<file path="config.mk">
export PLATFORM = sky130hd
export DESIGN_NAME = rational_arithmetic_unit_top
export DESIGN_NICKNAME = d
export VERILOG_FILES = /design/src/design/rau_pkg.sv /design/src/design/rau_mul.sv /design/src/design/rau_div.sv /design/src/design/rau_dp.sv /design/src/design/rau_ctrl.sv /design/src/design/rational_arithmetic_unit_top.sv
export SDC_FILE = /design/constraint.sdc
export NUM_CORES = 2
export LEC_CHECK = 0
export BUFFER_PORTS_ARGS = -buffer_cell sky130_fd_sc_hd__buf_2
export CAP_MARGIN = 40
export CORE_ASPECT_RATIO = 0.5
export CORE_UTILIZATION = 30
export DETAILED_ROUTE_END_ITERATION = 12
export PLACE_DENSITY_LB_ADDON = 0.15
export SLEW_MARGIN = 30
export SYNTH_ARGS = -nofsm -noshare
export SYNTH_HDL_FRONTEND = slang
export SYNTH_SLANG_ARGS = --single-unit
</file>
<file path="constraint.sdc">
create_clock -name clk -period 6 [get_ports clk]
set_input_delay 0.3 -clock clk [delete_from_list [all_inputs] [get_ports clk]]
set_output_delay 0.3 -clock clk [all_outputs]
set_load 0.005 [all_outputs]
</file>
<file path="src/design/rau_pkg.sv">
// Shared types and constants for the rational arithmetic unit.
package rau_pkg;

	localparam int WIDTH_DEF = 32;

	typedef enum logic [1:0] {
		OP_ADD = 2'd0,
		OP_SUB = 2'd1,
		OP_MUL = 2'd2,
		OP_DIV = 2'd3
	} op_t;

	typedef enum logic [1:0] {
		STS_OK       = 2'd0,
		STS_OPND_DEN = 2'd1,
		STS_RES_DEN  = 2'd2
	} sts_t;

	typedef enum logic [3:0] {
		R_AN, R_AD, R_BN, R_BD, R_X, R_Y, R_T, R_NUM, R_DEN
	} reg_sel_t;

	typedef enum logic [3:0] {
		DP_NOP, DP_LOAD, DP_MUL, DP_DIV, DP_MOV, DP_ABS, DP_ADD, DP_SUB, DP_ORDER, DP_RESULT
	} dp_op_t;

	typedef struct packed {
		logic     valid;
		dp_op_t   op;
		reg_sel_t src_a;
		reg_sel_t src_b;
		reg_sel_t dst;
		logic     rem_sel;
		sts_t     res_sts;
	} dp_cmd_t;

	typedef struct packed {
		logic ack;
		logic ad_zero;
		logic bd_zero;
		logic y_zero;
		logic den_zero;
		op_t  op;
	} dp_stat_t;

endpackage

</file>
<file path="src/design/rau_mul.sv">
// Shift-and-add multiplier, one multiplier bit per cycle, low WIDTH bits kept.
module rau_mul #(
	parameter int WIDTH = rau_pkg::WIDTH_DEF
) (
	input  logic             clk,
	input  logic             arst_n,
	input  logic             start,
	input  logic [WIDTH-1:0] a,
	input  logic [WIDTH-1:0] b,
	output logic             done,
	output logic [WIDTH-1:0] p
);
	import rau_pkg::*;

	localparam int CW = $clog2(WIDTH);

	logic [WIDTH-1:0] a_q, b_q, acc_q, acc_nxt;
	logic [CW-1:0]    cnt_q;
	logic             run_q, done_q;

	assign acc_nxt = acc_q + (b_q[0] ? a_q : '0);

	always_ff @(posedge clk or negedge arst_n) begin
		if (!arst_n) begin
			run_q  <= 1'b0;
			done_q <= 1'b0;
			cnt_q  <= '0;
		end else begin
			done_q <= run_q && !start && (cnt_q == CW'(WIDTH - 1));
			if (start) begin
				run_q <= 1'b1;
				cnt_q <= '0;
			end else if (run_q) begin
				cnt_q <= cnt_q + 1'b1;
				if (cnt_q == CW'(WIDTH - 1))
					run_q <= 1'b0;
			end
		end
	end

	always_ff @(posedge clk) begin
		if (start) begin
			a_q   <= a;
			b_q   <= b;
			acc_q <= '0;
		end else if (run_q) begin
			acc_q <= acc_nxt;
			a_q   <= {a_q[WIDTH-2:0], 1'b0};
			b_q   <= {1'b0, b_q[WIDTH-1:1]};
		end
	end

	assign done = done_q;
	assign p    = acc_q;

endmodule

</file>
<file path="src/design/rau_div.sv">
// Restoring signed divider, truncating quotient and remainder, one bit per cycle.
module rau_div #(
	parameter int WIDTH = rau_pkg::WIDTH_DEF
) (
	input  logic             clk,
	input  logic             arst_n,
	input  logic             start,
	input  logic [WIDTH-1:0] a,
	input  logic [WIDTH-1:0] b,
	output logic             done,
	output logic [WIDTH-1:0] q,
	output logic [WIDTH-1:0] r
);
	import rau_pkg::*;

	localparam int CW = $clog2(WIDTH);

	logic [WIDTH-1:0] dvd_q, dvs_q, rem_q;
	logic [WIDTH:0]   r_sh;
	logic [WIDTH+1:0] diff;
	logic             negq_q, negr_q;
	logic [CW-1:0]    cnt_q;
	logic             run_q, done_q;

	assign r_sh = {rem_q, dvd_q[WIDTH-1]};
	assign diff = {1'b0, r_sh} - {2'b00, dvs_q};

	always_ff @(posedge clk or negedge arst_n) begin
		if (!arst_n) begin
			run_q  <= 1'b0;
			done_q <= 1'b0;
			cnt_q  <= '0;
		end else begin
			done_q <= run_q && !start && (cnt_q == CW'(WIDTH - 1));
			if (start) begin
				run_q <= 1'b1;
				cnt_q <= '0;
			end else if (run_q) begin
				cnt_q <= cnt_q + 1'b1;
				if (cnt_q == CW'(WIDTH - 1))
					run_q <= 1'b0;
			end
		end
	end

	// magnitudes as unsigned; the most negative value maps to 2^(WIDTH-1)
	always_ff @(posedge clk) begin
		if (start) begin
			dvd_q  <= a[WIDTH-1] ? -a : a;
			dvs_q  <= b[WIDTH-1] ? -b : b;
			rem_q  <= '0;
			negq_q <= a[WIDTH-1] ^ b[WIDTH-1];
			negr_q <= a[WIDTH-1];
		end else if (run_q) begin
			rem_q <= diff[WIDTH+1] ? r_sh[WIDTH-1:0] : diff[WIDTH-1:0];
			dvd_q <= {dvd_q[WIDTH-2:0], ~diff[WIDTH+1]};
		end
	end

	assign done = done_q;
	assign q    = negq_q ? -dvd_q : dvd_q;
	assign r    = negr_q ? -rem_q : rem_q;

endmodule

</file>
<file path="src/design/rau_dp.sv">
// Datapath: operand registers, multiplier and divider, result registers.
module rau_dp #(
	parameter int WIDTH = rau_pkg::WIDTH_DEF
) (
	input  logic               clk,
	input  logic               arst_n,
	input  logic               load,
	input  rau_pkg::dp_cmd_t   dcmd,
	output rau_pkg::dp_stat_t  stat,
	input  logic [1:0]         cmd,
	input  logic [31:0]        a_num,
	input  logic [31:0]        a_den,
	input  logic [31:0]        b_num,
	input  logic [31:0]        b_den,
	output logic [31:0]        res_num,
	output logic [31:0]        res_den,
	output logic [1:0]         status,
	output logic               done
);
	import rau_pkg::*;

	logic [WIDTH-1:0] an_q, ad_q, bn_q, bd_q, x_q, y_q, t_q, num_q, den_q;
	logic [WIDTH-1:0] opa, opb, wr_data, mul_p, div_q, div_r;
	logic [31:0]      rnum_q, rden_q;
	sts_t             sts_q;
	op_t              op_q;
	reg_sel_t         dst_q, wr_sel;
	logic             rem_sel_q, wr_en, mul_start, div_start, mul_done, div_done;
	logic             ack_q, done_q;

	function automatic logic [WIDTH-1:0] ext_in(input logic [31:0] v);
		logic [63:0] e;
		e = {{32{v[31]}}, v};
		return e[WIDTH-1:0];
	endfunction

	function automatic logic [31:0] ext_out(input logic [WIDTH-1:0] v);
		logic [127:0] e;
		e = {{(128-WIDTH){v[WIDTH-1]}}, v};
		return e[31:0];
	endfunction

	always_comb begin
		case (dcmd.src_a)
			R_AN:    opa = an_q;
			R_AD:    opa = ad_q;
			R_BN:    opa = bn_q;
			R_BD:    opa = bd_q;
			R_X:     opa = x_q;
			R_Y:     opa = y_q;
			R_T:     opa = t_q;
			R_NUM:   opa = num_q;
			R_DEN:   opa = den_q;
			default: opa = '0;
		endcase
		case (dcmd.src_b)
			R_AN:    opb = an_q;
			R_AD:    opb = ad_q;
			R_BN:    opb = bn_q;
			R_BD:    opb = bd_q;
			R_X:     opb = x_q;
			R_Y:     opb = y_q;
			R_T:     opb = t_q;
			R_NUM:   opb = num_q;
			R_DEN:   opb = den_q;
			default: opb = '0;
		endcase
	end

	assign mul_start = dcmd.valid && (dcmd.op == DP_MUL);
	assign div_start = dcmd.valid && (dcmd.op == DP_DIV);

	rau_mul #(.WIDTH(WIDTH)) u_mul (
		.clk(clk), .arst_n(arst_n), .start(mul_start), .a(opa), .b(opb),
		.done(mul_done), .p(mul_p)
	);

	rau_div #(.WIDTH(WIDTH)) u_div (
		.clk(clk), .arst_n(arst_n), .start(div_start), .a(opa), .b(opb),
		.done(div_done), .q(div_q), .r(div_r)
	);

	always_comb begin
		wr_en   = 1'b0;
		wr_sel  = dcmd.dst;
		wr_data = opa;
		if (mul_done) begin
			wr_en   = 1'b1;
			wr_sel  = dst_q;
			wr_data = mul_p;
		end else if (div_done) begin
			wr_en   = 1'b1;
			wr_sel  = dst_q;
			wr_data = rem_sel_q ? div_r : div_q;
		end else if (dcmd.valid) begin
			case (dcmd.op)
				DP_MOV: wr_en = 1'b1;
				DP_ABS: begin
					wr_en   = 1'b1;
					wr_data = opa[WIDTH-1] ? -opa : opa;
				end
				DP_ADD: begin
					wr_en   = 1'b1;
					wr_data = opa + opb;
				end
				DP_SUB: begin
					wr_en   = 1'b1;
					wr_data = opa - opb;
				end
				default: wr_en = 1'b0;
			endcase
		end
	end

	always_ff @(posedge clk or negedge arst_n) begin
		if (!arst_n) begin
			ack_q  <= 1'b0;
			done_q <= 1'b0;
			op_q   <= OP_ADD;
		end else begin
			ack_q  <= mul_done || div_done ||
			          (dcmd.valid && dcmd.op != DP_MUL && dcmd.op != DP_DIV &&
			           dcmd.op != DP_NOP);
			done_q <= dcmd.valid && (dcmd.op == DP_RESULT);
			if (load)
				op_q <= op_t'(cmd);
		end
	end

	always_ff @(posedge clk) begin
		if (mul_start || div_start) begin
			dst_q     <= dcmd.dst;
			rem_sel_q <= dcmd.rem_sel;
		end
		// operands are captured at the accepting edge
		if (load) begin
			an_q <= ext_in(a_num);
			ad_q <= ext_in(a_den);
			bn_q <= ext_in(b_num);
			bd_q <= ext_in(b_den);
		end
		// Euclid set-up: larger (signed) operand goes to x
		if (dcmd.valid && dcmd.op == DP_ORDER) begin
			if ($signed(opa) < $signed(opb)) begin
				x_q <= opb;
				y_q <= opa;
			end else begin
				x_q <= opa;
				y_q <= opb;
			end
		end
		if (wr_en) begin
			case (wr_sel)
				R_AN:    an_q  <= wr_data;
				R_AD:    ad_q  <= wr_data;
				R_BN:    bn_q  <= wr_data;
				R_BD:    bd_q  <= wr_data;
				R_X:     x_q   <= wr_data;
				R_Y:     y_q   <= wr_data;
				R_T:     t_q   <= wr_data;
				R_NUM:   num_q <= wr_data;
				R_DEN:   den_q <= wr_data;
				default: t_q   <= t_q;
			endcase
		end
		if (dcmd.valid && dcmd.op == DP_RESULT) begin
			sts_q <= dcmd.res_sts;
			if (dcmd.res_sts == STS_OK) begin
				rnum_q <= ext_out(num_q);
				rden_q <= ext_out(den_q);
			end else begin
				rnum_q <= '0;
				rden_q <= '0;
			end
		end
	end

	assign stat.ack      = ack_q;
	assign stat.ad_zero  = (ad_q == '0);
	assign stat.bd_zero  = (bd_q == '0);
	assign stat.y_zero   = (y_q == '0);
	assign stat.den_zero = (den_q == '0);
	assign stat.op       = op_q;

	assign res_num = rnum_q;
	assign res_den = rden_q;
	assign status  = sts_q;
	assign done    = done_q;

endmodule

</file>
<file path="src/design/rau_ctrl.sv">
// Controller: sequences datapath operations for one transaction.
module rau_ctrl (
	input  logic              clk,
	input  logic              arst_n,
	input  logic              start,
	input  logic              simplify,
	input  rau_pkg::dp_stat_t stat,
	output rau_pkg::dp_cmd_t  dcmd,
	output logic              load,
	output logic              busy
);
	import rau_pkg::*;

	typedef enum logic [4:0] {
		ST_IDLE, ST_LOAD, ST_ORD, ST_EU_REM, ST_EU_MX, ST_EU_MY, ST_EU_ABS,
		ST_LCM_P, ST_LCM_Q, ST_LCM_A, ST_SC_A, ST_MUL_A, ST_SC_B, ST_MUL_B,
		ST_COMB, ST_PROD_N, ST_PROD_D, ST_SIM_N, ST_SIM_D, ST_ERR1, ST_ERR2, ST_OUT
	} state_t;

	state_t   state_q, next_d, chk_d;
	dp_cmd_t  cmd_q, cmd_d;
	logic     pend_q, second_q;
	logic     set_second;
	reg_sel_t g_a, g_b;

	// second pass of Euclid reduces the result instead of the denominators
	assign g_a = second_q ? R_NUM : R_AD;
	assign g_b = second_q ? R_DEN : R_BD;

	always_comb begin
		chk_d      = ST_OUT;
		set_second = 1'b0;
		if (stat.den_zero)
			chk_d = ST_ERR2;
		else if (simplify) begin
			chk_d      = ST_ORD;
			set_second = 1'b1;
		end
	end

	always_comb begin
		cmd_d         = '0;
		cmd_d.valid   = 1'b1;
		cmd_d.op      = DP_NOP;
		cmd_d.src_a   = R_AN;
		cmd_d.src_b   = R_AN;
		cmd_d.dst     = R_T;
		cmd_d.rem_sel = 1'b0;
		cmd_d.res_sts = STS_OK;
		next_d        = ST_IDLE;
		case (state_q)
			ST_LOAD: begin
				cmd_d.op = DP_LOAD;
				if (stat.ad_zero || stat.bd_zero)
					next_d = ST_ERR1;
				else if (stat.op == OP_ADD || stat.op == OP_SUB)
					next_d = ST_ORD;
				else
					next_d = ST_PROD_N;
			end
			ST_ORD: begin
				cmd_d.op    = DP_ORDER;
				cmd_d.src_a = g_a;
				cmd_d.src_b = g_b;
				next_d      = stat.y_zero ? ST_EU_ABS : ST_EU_REM;
			end
			ST_EU_REM: begin
				cmd_d.op      = DP_DIV;
				cmd_d.src_a   = R_X;
				cmd_d.src_b   = R_Y;
				cmd_d.dst     = R_T;
				cmd_d.rem_sel = 1'b1;
				next_d        = ST_EU_MX;
			end
			ST_EU_MX: begin
				cmd_d.op    = DP_MOV;
				cmd_d.src_a = R_Y;
				cmd_d.dst   = R_X;
				next_d      = ST_EU_MY;
			end
			ST_EU_MY: begin
				cmd_d.op    = DP_MOV;
				cmd_d.src_a = R_T;
				cmd_d.dst   = R_Y;
				next_d      = stat.y_zero ? ST_EU_ABS : ST_EU_REM;
			end
			ST_EU_ABS: begin
				cmd_d.op    = DP_ABS;
				cmd_d.src_a = R_X;
				cmd_d.dst   = R_T;
				next_d      = second_q ? ST_SIM_N : ST_LCM_P;
			end
			ST_LCM_P: begin
				cmd_d.op    = DP_MUL;
				cmd_d.src_a = R_AD;
				cmd_d.src_b = R_BD;
				cmd_d.dst   = R_X;
				next_d      = ST_LCM_Q;
			end
			ST_LCM_Q: begin
				cmd_d.op    = DP_DIV;
				cmd_d.src_a = R_X;
				cmd_d.src_b = R_T;
				cmd_d.dst   = R_X;
				next_d      = ST_LCM_A;
			end
			ST_LCM_A: begin
				cmd_d.op    = DP_ABS;
				cmd_d.src_a = R_X;
				cmd_d.dst   = R_DEN;
				next_d      = ST_SC_A;
			end
			ST_SC_A: begin
				cmd_d.op    = DP_DIV;
				cmd_d.src_a = R_DEN;
				cmd_d.src_b = R_AD;
				cmd_d.dst   = R_T;
				next_d      = ST_MUL_A;
			end
			ST_MUL_A: begin
				cmd_d.op    = DP_MUL;
				cmd_d.src_a = R_AN;
				cmd_d.src_b = R_T;
				cmd_d.dst   = R_NUM;
				next_d      = ST_SC_B;
			end
			ST_SC_B: begin
				cmd_d.op    = DP_DIV;
				cmd_d.src_a = R_DEN;
				cmd_d.src_b = R_BD;
				cmd_d.dst   = R_T;
				next_d      = ST_MUL_B;
			end
			ST_MUL_B: begin
				cmd_d.op    = DP_MUL;
				cmd_d.src_a = R_BN;
				cmd_d.src_b = R_T;
				cmd_d.dst   = R_X;
				next_d      = ST_COMB;
			end
			ST_COMB: begin
				cmd_d.op    = (stat.op == OP_SUB) ? DP_SUB : DP_ADD;
				cmd_d.src_a = R_NUM;
				cmd_d.src_b = R_X;
				cmd_d.dst   = R_NUM;
				next_d      = chk_d;
			end
			ST_PROD_N: begin
				cmd_d.op    = DP_MUL;
				cmd_d.src_a = R_AN;
				cmd_d.src_b = (stat.op == OP_DIV) ? R_BD : R_BN;
				cmd_d.dst   = R_NUM;
				next_d      = ST_PROD_D;
			end
			ST_PROD_D: begin
				cmd_d.op    = DP_MUL;
				cmd_d.src_a = R_AD;
				cmd_d.src_b = (stat.op == OP_DIV) ? R_BN : R_BD;
				cmd_d.dst   = R_DEN;
				next_d      = chk_d;
			end
			ST_SIM_N: begin
				cmd_d.op    = DP_DIV;
				cmd_d.src_a = R_NUM;
				cmd_d.src_b = R_T;
				cmd_d.dst   = R_NUM;
				next_d      = ST_SIM_D;
			end
			ST_SIM_D: begin
				cmd_d.op    = DP_DIV;
				cmd_d.src_a = R_DEN;
				cmd_d.src_b = R_T;
				cmd_d.dst   = R_DEN;
				next_d      = ST_OUT;
			end
			ST_ERR1: begin
				cmd_d.op      = DP_RESULT;
				cmd_d.res_sts = STS_OPND_DEN;
			end
			ST_ERR2: begin
				cmd_d.op      = DP_RESULT;
				cmd_d.res_sts = STS_RES_DEN;
			end
			ST_OUT: cmd_d.op = DP_RESULT;
			default: begin
				cmd_d.valid = 1'b0;
				next_d      = ST_IDLE;
			end
		endcase
	end

	// each step: issue one command, then wait for the datapath to acknowledge
	always_ff @(posedge clk or negedge arst_n) begin
		if (!arst_n) begin
			state_q  <= ST_IDLE;
			cmd_q    <= '0;
			pend_q   <= 1'b0;
			second_q <= 1'b0;
		end else begin
			if (state_q == ST_IDLE) begin
				cmd_q.valid <= 1'b0;
				pend_q      <= 1'b0;
				if (start) begin
					state_q  <= ST_LOAD;
					second_q <= 1'b0;
				end
			end else if (!pend_q) begin
				cmd_q  <= cmd_d;
				pend_q <= 1'b1;
			end else begin
				cmd_q.valid <= 1'b0;
				if (stat.ack) begin
					pend_q  <= 1'b0;
					state_q <= next_d;
					if (set_second && (state_q == ST_COMB || state_q == ST_PROD_D))
						second_q <= 1'b1;
				end
			end
		end
	end

	assign dcmd = cmd_q;
	assign load = (state_q == ST_IDLE) && start;
	assign busy = (state_q != ST_IDLE);

endmodule

</file>
<file path="src/design/rational_arithmetic_unit_top.sv">
// Top level of the rational arithmetic unit.
//
// Adds, subtracts, multiplies or divides two signed fractions, optionally
// reducing the result by the gcd of numerator and denominator.
// Command channel: a transaction is taken when start is high and busy is low;
// cmd, a_num, a_den, b_num, b_den are sampled then. busy stays high until the
// result has been issued; only one transaction is in flight.
// Result channel: res_num, res_den and status are valid for the single cycle
// in which done is high. The receiver cannot stall; it must take it then.
// Configuration: simplify_enable is written when cfg_valid and cfg_ready are
// both high; cfg_ready is always high. Write it only while busy is low.
// Steps: a simple datapath step is issued, executed and acknowledged; a multiply
// or divide step runs in the shift-add multiplier or the restoring divider.
// Unreduced multiply/divide runs two multiply steps. Each Euclid remainder step
// is a divide and two moves, plus ordering and absolute value steps per pass;
// reduction adds a gcd pass and two divides. Add/subtract run a gcd pass, six
// multiply/divide steps and a combine step. busy drops the cycle after done.
// Reset (arst_n low) returns the controller to idle and sets simplify_enable.
module rational_arithmetic_unit_top #(
	parameter int WIDTH = rau_pkg::WIDTH_DEF
) (
	input  logic        clk,
	input  logic        arst_n,
	input  logic        start,
	output logic        busy,
	input  logic [1:0]  cmd,
	input  logic [31:0] a_num,
	input  logic [31:0] a_den,
	input  logic [31:0] b_num,
	input  logic [31:0] b_den,
	input  logic        cfg_valid,
	output logic        cfg_ready,
	input  logic        simplify_enable,
	output logic        done,
	output logic [31:0] res_num,
	output logic [31:0] res_den,
	output logic [1:0]  status
);
	import rau_pkg::*;

	dp_cmd_t  dcmd;
	dp_stat_t stat;
	logic     simplify_q;
	logic     load;

	always_ff @(posedge clk or negedge arst_n) begin
		if (!arst_n)
			simplify_q <= 1'b1;
		else if (cfg_valid && cfg_ready)
			simplify_q <= simplify_enable;
	end

	assign cfg_ready = 1'b1;

	rau_ctrl u_ctrl (
		.clk(clk), .arst_n(arst_n), .start(start), .simplify(simplify_q),
		.stat(stat), .dcmd(dcmd), .load(load), .busy(busy)
	);

	rau_dp #(.WIDTH(WIDTH)) u_dp (
		.clk(clk), .arst_n(arst_n), .load(load), .dcmd(dcmd), .stat(stat), .cmd(cmd),
		.a_num(a_num), .a_den(a_den), .b_num(b_num), .b_den(b_den),
		.res_num(res_num), .res_den(res_den), .status(status), .done(done)
	);

endmodule
</file>
Word-level counts from Yosys, hierarchy flattened
Index checks and enable logic that the tools add are counted.
- register bits after elaboration: 599
- input bits: 135
- output and inout bits: 69
- word-level logic and storage cells: 270
- muxes and demuxes: 90
- equality and inequality tests: 60
- reductions and logical operators: 62
- bitwise gates (word level): 4
- magnitude comparators: 1
- $add $sub $neg: 10
- operator list (cell ; count):
    two-way mux 32 bit ; 35
    one-hot mux 32 bit (9 select lines) ; 2
    logical NOT 32 bit ; 4
    negation 32 bit ; 4
    one-hot mux 32 bit (3 select lines) ; 1
    one-hot mux 4 bit (8 select lines) ; 3
    one-hot mux 5 bit (16 select lines) ; 1
    adder 32 bit ; 2
    == test 4 x 3 -> 1 bit, second input constant ; 16
    two-way mux 5 bit ; 12
    == test 5 x 4 -> 1 bit, second input constant ; 8
    == test 5 bit, second input constant ; 8
    subtractor 33 x 32 -> 34 bit ; 1
    == test 4 x 2 -> 1 bit, second input constant ; 8
    less-than comparator 32 bit ; 1
    subtractor 32 bit ; 1
    two-way mux 31 bit ; 1
    two-way mux 1 bit ; 27
    OR reduction 21 bit ; 1
    == test 4 bit, second input constant ; 5
    == test 5 x 3 -> 1 bit, second input constant ; 4
    two-way mux 4 bit ; 4
    one-hot mux 4 bit (4 select lines) ; 1
    OR reduction 4 bit ; 4
    28 further kinds ; 73

Longest topological paths before layout
- depth after elaboration: 10
- depth in mapped cells: 23
- depth with buffers taken out: 17

Cells and area by module
A second synthesis with hierarchy kept.
- cell total of the unflattened synthesis: 4695
- area total of the unflattened synthesis: 41627.4 µm²
- modules (own cells, without submodules) (module ; area an instance (µm²) ; cells each ; instances ; seq. area each (µm²)):
    rau_dp ; 25563.3 ; 2992 ; 1 ; 8958.6
    rau_div ; 8359.3 ; 973 ; 1 ; 2797.7
    rau_mul ; 5783.0 ; 499 ; 1 ; 2737.6
    rau_ctrl ; 1869.3 ; 227 ; 1 ; 675.6
    rational_arithmetic_unit_top ; 52.6 ; 4 ; 1 ; 26.3

Worst setup path before layout
OpenSTA, ideal clock, no wires.
- path type: register to register
- start: reg u_ctrl.cmd_q (netlist bit u_ctrl.dcmd[15])
- end: reg u_dp.done_q (netlist: u_dp.done)
- buffers on the path: 3
- stages on the path, launching flop included: 6
- required time: 5.407 ns
- setup time: 0.593 ns
- arrival time: 5.588 ns
- path slack: -0.181 ns
- cells stage by stage: dfrtp_1 clkbuf_1 inv_1 clkbuf_1 clkbuf_1 nor3_1
- word-level cells in the longest chain between the ends: 2
- ends and longest elaborated chain (item ; RTL line ; source):
    from (decl) ; rau_ctrl.sv:21 ; dp_cmd_t cmd_q, cmd_d;
    from (signal assigned) ; rau_ctrl.sv:208 ; cmd_q <= cmd_d;
    == test 4 bit ; rau_dp.sv:124 ; done_q <= dcmd.valid && (dcmd.op == DP_RESULT);
    logical AND 1 bit ; rau_dp.sv:124 ;
    to (signal assigned) ; rau_dp.sv:124 ;
    to (decl) ; rau_dp.sv:29 ; logic ack_q, done_q;
Every way passes these cells.
A chain may end at the register's enable or synchronous reset.

Worst setup path after layout
- start: reg u_ctrl.cmd_q (netlist bit u_ctrl.dcmd[7])
- end: reg u_dp.an_q[31]
- word-level cells in the longest chain between the ends: 9
- ends and longest elaborated chain (item ; RTL line ; source):
    == test 4 bit, or another cell as far along ; rau_dp.sv:56 ; case (dcmd.src_b)
    one-hot mux 32 bit (9 select lines) (*) ; rau_dp.sv:56 ;
    subtractor 32 bit / adder 32 bit (equally long branches) ; rau_dp.sv:108, rau_dp.sv:104 ;
    one-hot mux 32 bit (3 select lines) (*) ; rau_dp.sv:96 ; case (dcmd.op)
    two-way mux 32 bit (*) ; rau_dp.sv:95 ; end else if (dcmd.valid) begin
    two-way mux 32 bit (*) ; rau_dp.sv:91 ; end else if (div_done) begin
    two-way mux 32 bit (*) ; rau_dp.sv:87 ; if (mul_done) begin
    two-way mux 32 bit (*) ; rau_dp.sv:153 ; case (wr_sel)
    two-way mux 32 bit (*) ; rau_dp.sv:152 ; if (wr_en) begin
    to (signal assigned) ; rau_dp.sv:137 ; an_q <= ext_in(a_num);
    to (signal assigned) ; rau_dp.sv:154 ; R_AN: an_q <= wr_data;
    to (decl) ; rau_dp.sv:22 ; logic [WIDTH-1:0] an_q, ad_q, bn_q, bd_q, x_q, y_q, t_q, num_q, den_q;
Mark *: on every way between the ends. The rest lies on a longest branch, timed or not.

==> metrics.yaml <==
overflow: 0
final_area_mm2: 0.0502
syn_area_mm2: 0.0413
stdcell_count: 7256
setup_viol: 0
synth.avg_cell_area_um2: 8.38
crit_chain: "buf_12, nor2b_2, a22oi_1, o221ai_1, a311oi_1, nor2_1, inv_1, ha_1, and2_1, and4_1, a211o_1, a311o_1, buf_4, or2_2, a311oi_1, or3_1, a21oi_1, o31ai_1, buf_4, buf_4, a21oi_1"
cp_top_family: "compound AO/OA/AOI/OAI gates"
ys_warn_count: 0
clk_path_buf_depth: 3
finalSetupTns_ns: 0
r2r_cells: 21
grtUsageTotal: 0.307
min_to: "u_dp.an_q[30]"
min_path_cells: 4
worstReg2RegStart: "u_ctrl.dcmd[7]"
clockRootBuffer: "clkbuf_16"
maxCapViolCount: 0
synthArstFlopShare: 0.0768
synthDistinctLibCells: 111
met2_length_mm: 87.1
worst-r2r-setup-slack_ns: 0.07
worstSetupEndpointType: "flip-flop"
skew_ns: 0.0303
status: "completed"
path_max_fanout: 38
fin_crit_sh: 0.989
start_util: 0.305
fmax_mhz: 169
path_buf_inv: 5
die_w_um: 527
drcViolationCount: 0
hold_viol: 0
cts_made_buffers: 68
io_pins: 204
synth_seq_area_share: 0.368
cts_num_sinks: 599
power_density_mw_per_mm2: 174
vias_per_cell: 5.92
first_global_vias: 40000
rows: 95
synthFlopType: "edfxtp_1"
rsz0062_at_grt: "no"
routed_wl_mm: 221
peakVddDrop_v: 0.000203
synth_cells: 4930
cp.depth: 21
fin_nets: 5680
synth_nets: 5204
cpMostUsedCell: "buf_4"
arrival_ns: 6.47
drt_iter0_drc: 5412
dieHeight_um: 264
dpl_cell_area_mm2: 0.0468
insertion_delay_ns: 0.69
worst_slew_pin_slew_ns: 0.972
coreArea_mm2: 0.135
avgRoutedWirePerCell_um: 30.5
drive_gt1_frac: 0.167
path_clk_slew_ns: 0.07
cts_tree: "built"
grt_antenna_before_repair: 16
drtPass1Iterations: 6
dp_hpwl_mm: 172
wl_met3_mm: 20.8
fin_util: 0.371
dieArea_mm2: 0.139
path_class: "flip-flop to flip-flop"
grt_max_degree: 95
dp.cells: 7009
crit_slowest_cell: "nor2_1"
synth_edf_count: 297
cp-start-kind: "flip-flop"
area_delta_synth_final_pct: 21.7
drv_slew: 0
top_layer: "met4"
p_leak_nw: 20.3
required_ns: 6.54
port-buffer-count: 202
cpPeakStageDelay_ns: 0.56
holdCritStartpoint: "a_num[30]"
reg2reg_to: "u_dp.an_q[31]"
fillers: 13900
place.gp.congestion: 0.995
wl_met1_mm: 109
drtAntennaViolNets: 0
ys_seq_elements: 599
grt_pass1_wl_mm: 308
htree_levels: 3
max_slew_margin: 0.346
hp-class: "input port to flip-flop"
num_vias: 42900
fin_crit_ns: 5.93
cell usage in the layout (no fill, tap or decap), drive strengths merged, types with 31 or more instances in the layout:
| cell type | count |
|---|---|
| xnor2 | 123 |
| dfrtp | 45 |
| or3 | 33 |
| o22ai | 57 |
| nand2 | 705 |
| nand2b | 31 |
| inv | 180 |
| nand3b | 55 |
| nor2b | 35 |
| o211ai | 59 |
| a21oi | 388 |
| clkinv | 32 |
| mux2 | 32 |
| dfxtp | 256 |
| and2 | 120 |
| a21o | 50 |
| a31oi | 112 |
| and3 | 107 |
| mux2i | 136 |
| ha | 135 |
| nand4 | 36 |
| nand3 | 103 |
| a22oi | 81 |
| a221oi | 31 |
| xor2 | 59 |
| dlygate4sd3 | 116 |
| edfxtp | 297 |
| o21ai | 293 |
| nor3 | 74 |
| nor4 | 62 |
| buf | 638 |
| o31ai | 66 |
| clkbuf | 87 |
| a211oi | 58 |
| nor2 | 363 |
routing by layer:
metal,vias up,GRT usage
met5,-,0
met4,0,0.0645
met3,254,0.0649
met2,2112,0.425
met1,21500,0.478
li1,19100,-
synthesized netlist by cell type (72+ instances only):
library cell,n,area (um2)
nor2_1,363,1360
nor3_1,72,360
and3_1,107,669
clkbuf_1,262,983
nand2_1,704,2640
and2_1,119,744
dfxtp_1,256,5120
inv_1,174,653
ha_1,135,1690
xnor2_1,123,1080
a31oi_1,112,701
mux2i_1,136,1360
o21ai_0,286,1430
edfxtp_1,297,8920
a21oi_1,388,1940
a22oi_1,81,608
nand3_1,102,510
where the power goes:
group / leakage (nW) / switching, W / internal, W
Sequential: 4.66 / 0.000000384 / 0.00426
Combinational: 14.6 / 0.0000373 / 0.0000816
Clock: 1.08 / 0.00197 / 0.00240
worst max path at each step:
stage                    start  slack (ns)             end
6_report        u_ctrl.dcmd[7]        0.07   u_dp.an_q[31]
5_1_grt         u_ctrl.dcmd[9]        0.03   u_dp.bn_q[31]
4_1_cts        u_ctrl.dcmd[11]       0.005  u_dp.den_q[26]
3_5_place_dp   u_ctrl.dcmd[14]      -0.008  u_dp.den_q[26]
3_3_place_gp   u_ctrl.dcmd[14]        0.04  u_dp.den_q[26]
2_1_floorplan   u_ctrl.dcmd[9]        0.64  u_dp.den_q[25]
repair_timing:
| action | in CTS | in global routing |
|---|---|---|
| pin swaps | 0 | 0 |
| endpoints found under the setup margin | 14 | 31 |
| hold buffers | 116 | 0 |
| setup buffers | 0 | 1 |
| gates cloned | 0 | 0 |
| gates resized for setup | 4 | 2 |
| hold endpoints to repair | 158 | 0 |
final cells by class:
| cell class | instances | area, um2 | share of cell area |
|---|---|---|---|
| repair buffers | 756 | 5770 | 0.115 |
| diodes | 2 | 5.00 | 0.0000996 |
| multi-input cells | 3801 | 24100 | 0.480 |
| clock buffers | 86 | 1870 | 0.0373 |
| inverters | 180 | 676 | 0.0134 |
| flip-flops and latches | 599 | 15200 | 0.303 |
| clock inverters | 38 | 324 | 0.00645 |
| well taps | 1794 | 2240 | 0.0447 |
metrics by stage:
step                      hold WS, ns  power (W)  setup WS, ns
after floorplan               0.00441    0.00435         0.645
after global placement         0.0809    0.00440        0.0426
after detailed placement       0.0820    0.00440      -0.00763
after CTS                    0.000955    0.00884       0.00468
after global routing           0.0327    0.00899        0.0297
final                          0.0422    0.00875        0.0653
kinds of logic after synthesis:
group | share of synthesized area
flip-flops | 0.368
buffers and inverters | 0.0522
AND/OR/NAND/NOR | 0.216
multiplexers | 0.0455
AO/OA/AOI/OAI | 0.236
adder cells (fa/ha/maj) | 0.0428
XOR/XNOR | 0.0386
other | 0.0000908
tightest hold or removal path: cells and delay by family:
family	cells	cell delay, ns
buffers and inverters	1	0.10
AO/OA/AOI/OAI	1	0.04
AND/OR/NAND/NOR	2	0.22
No activity file was read; power rests on OpenSTA's default activity.
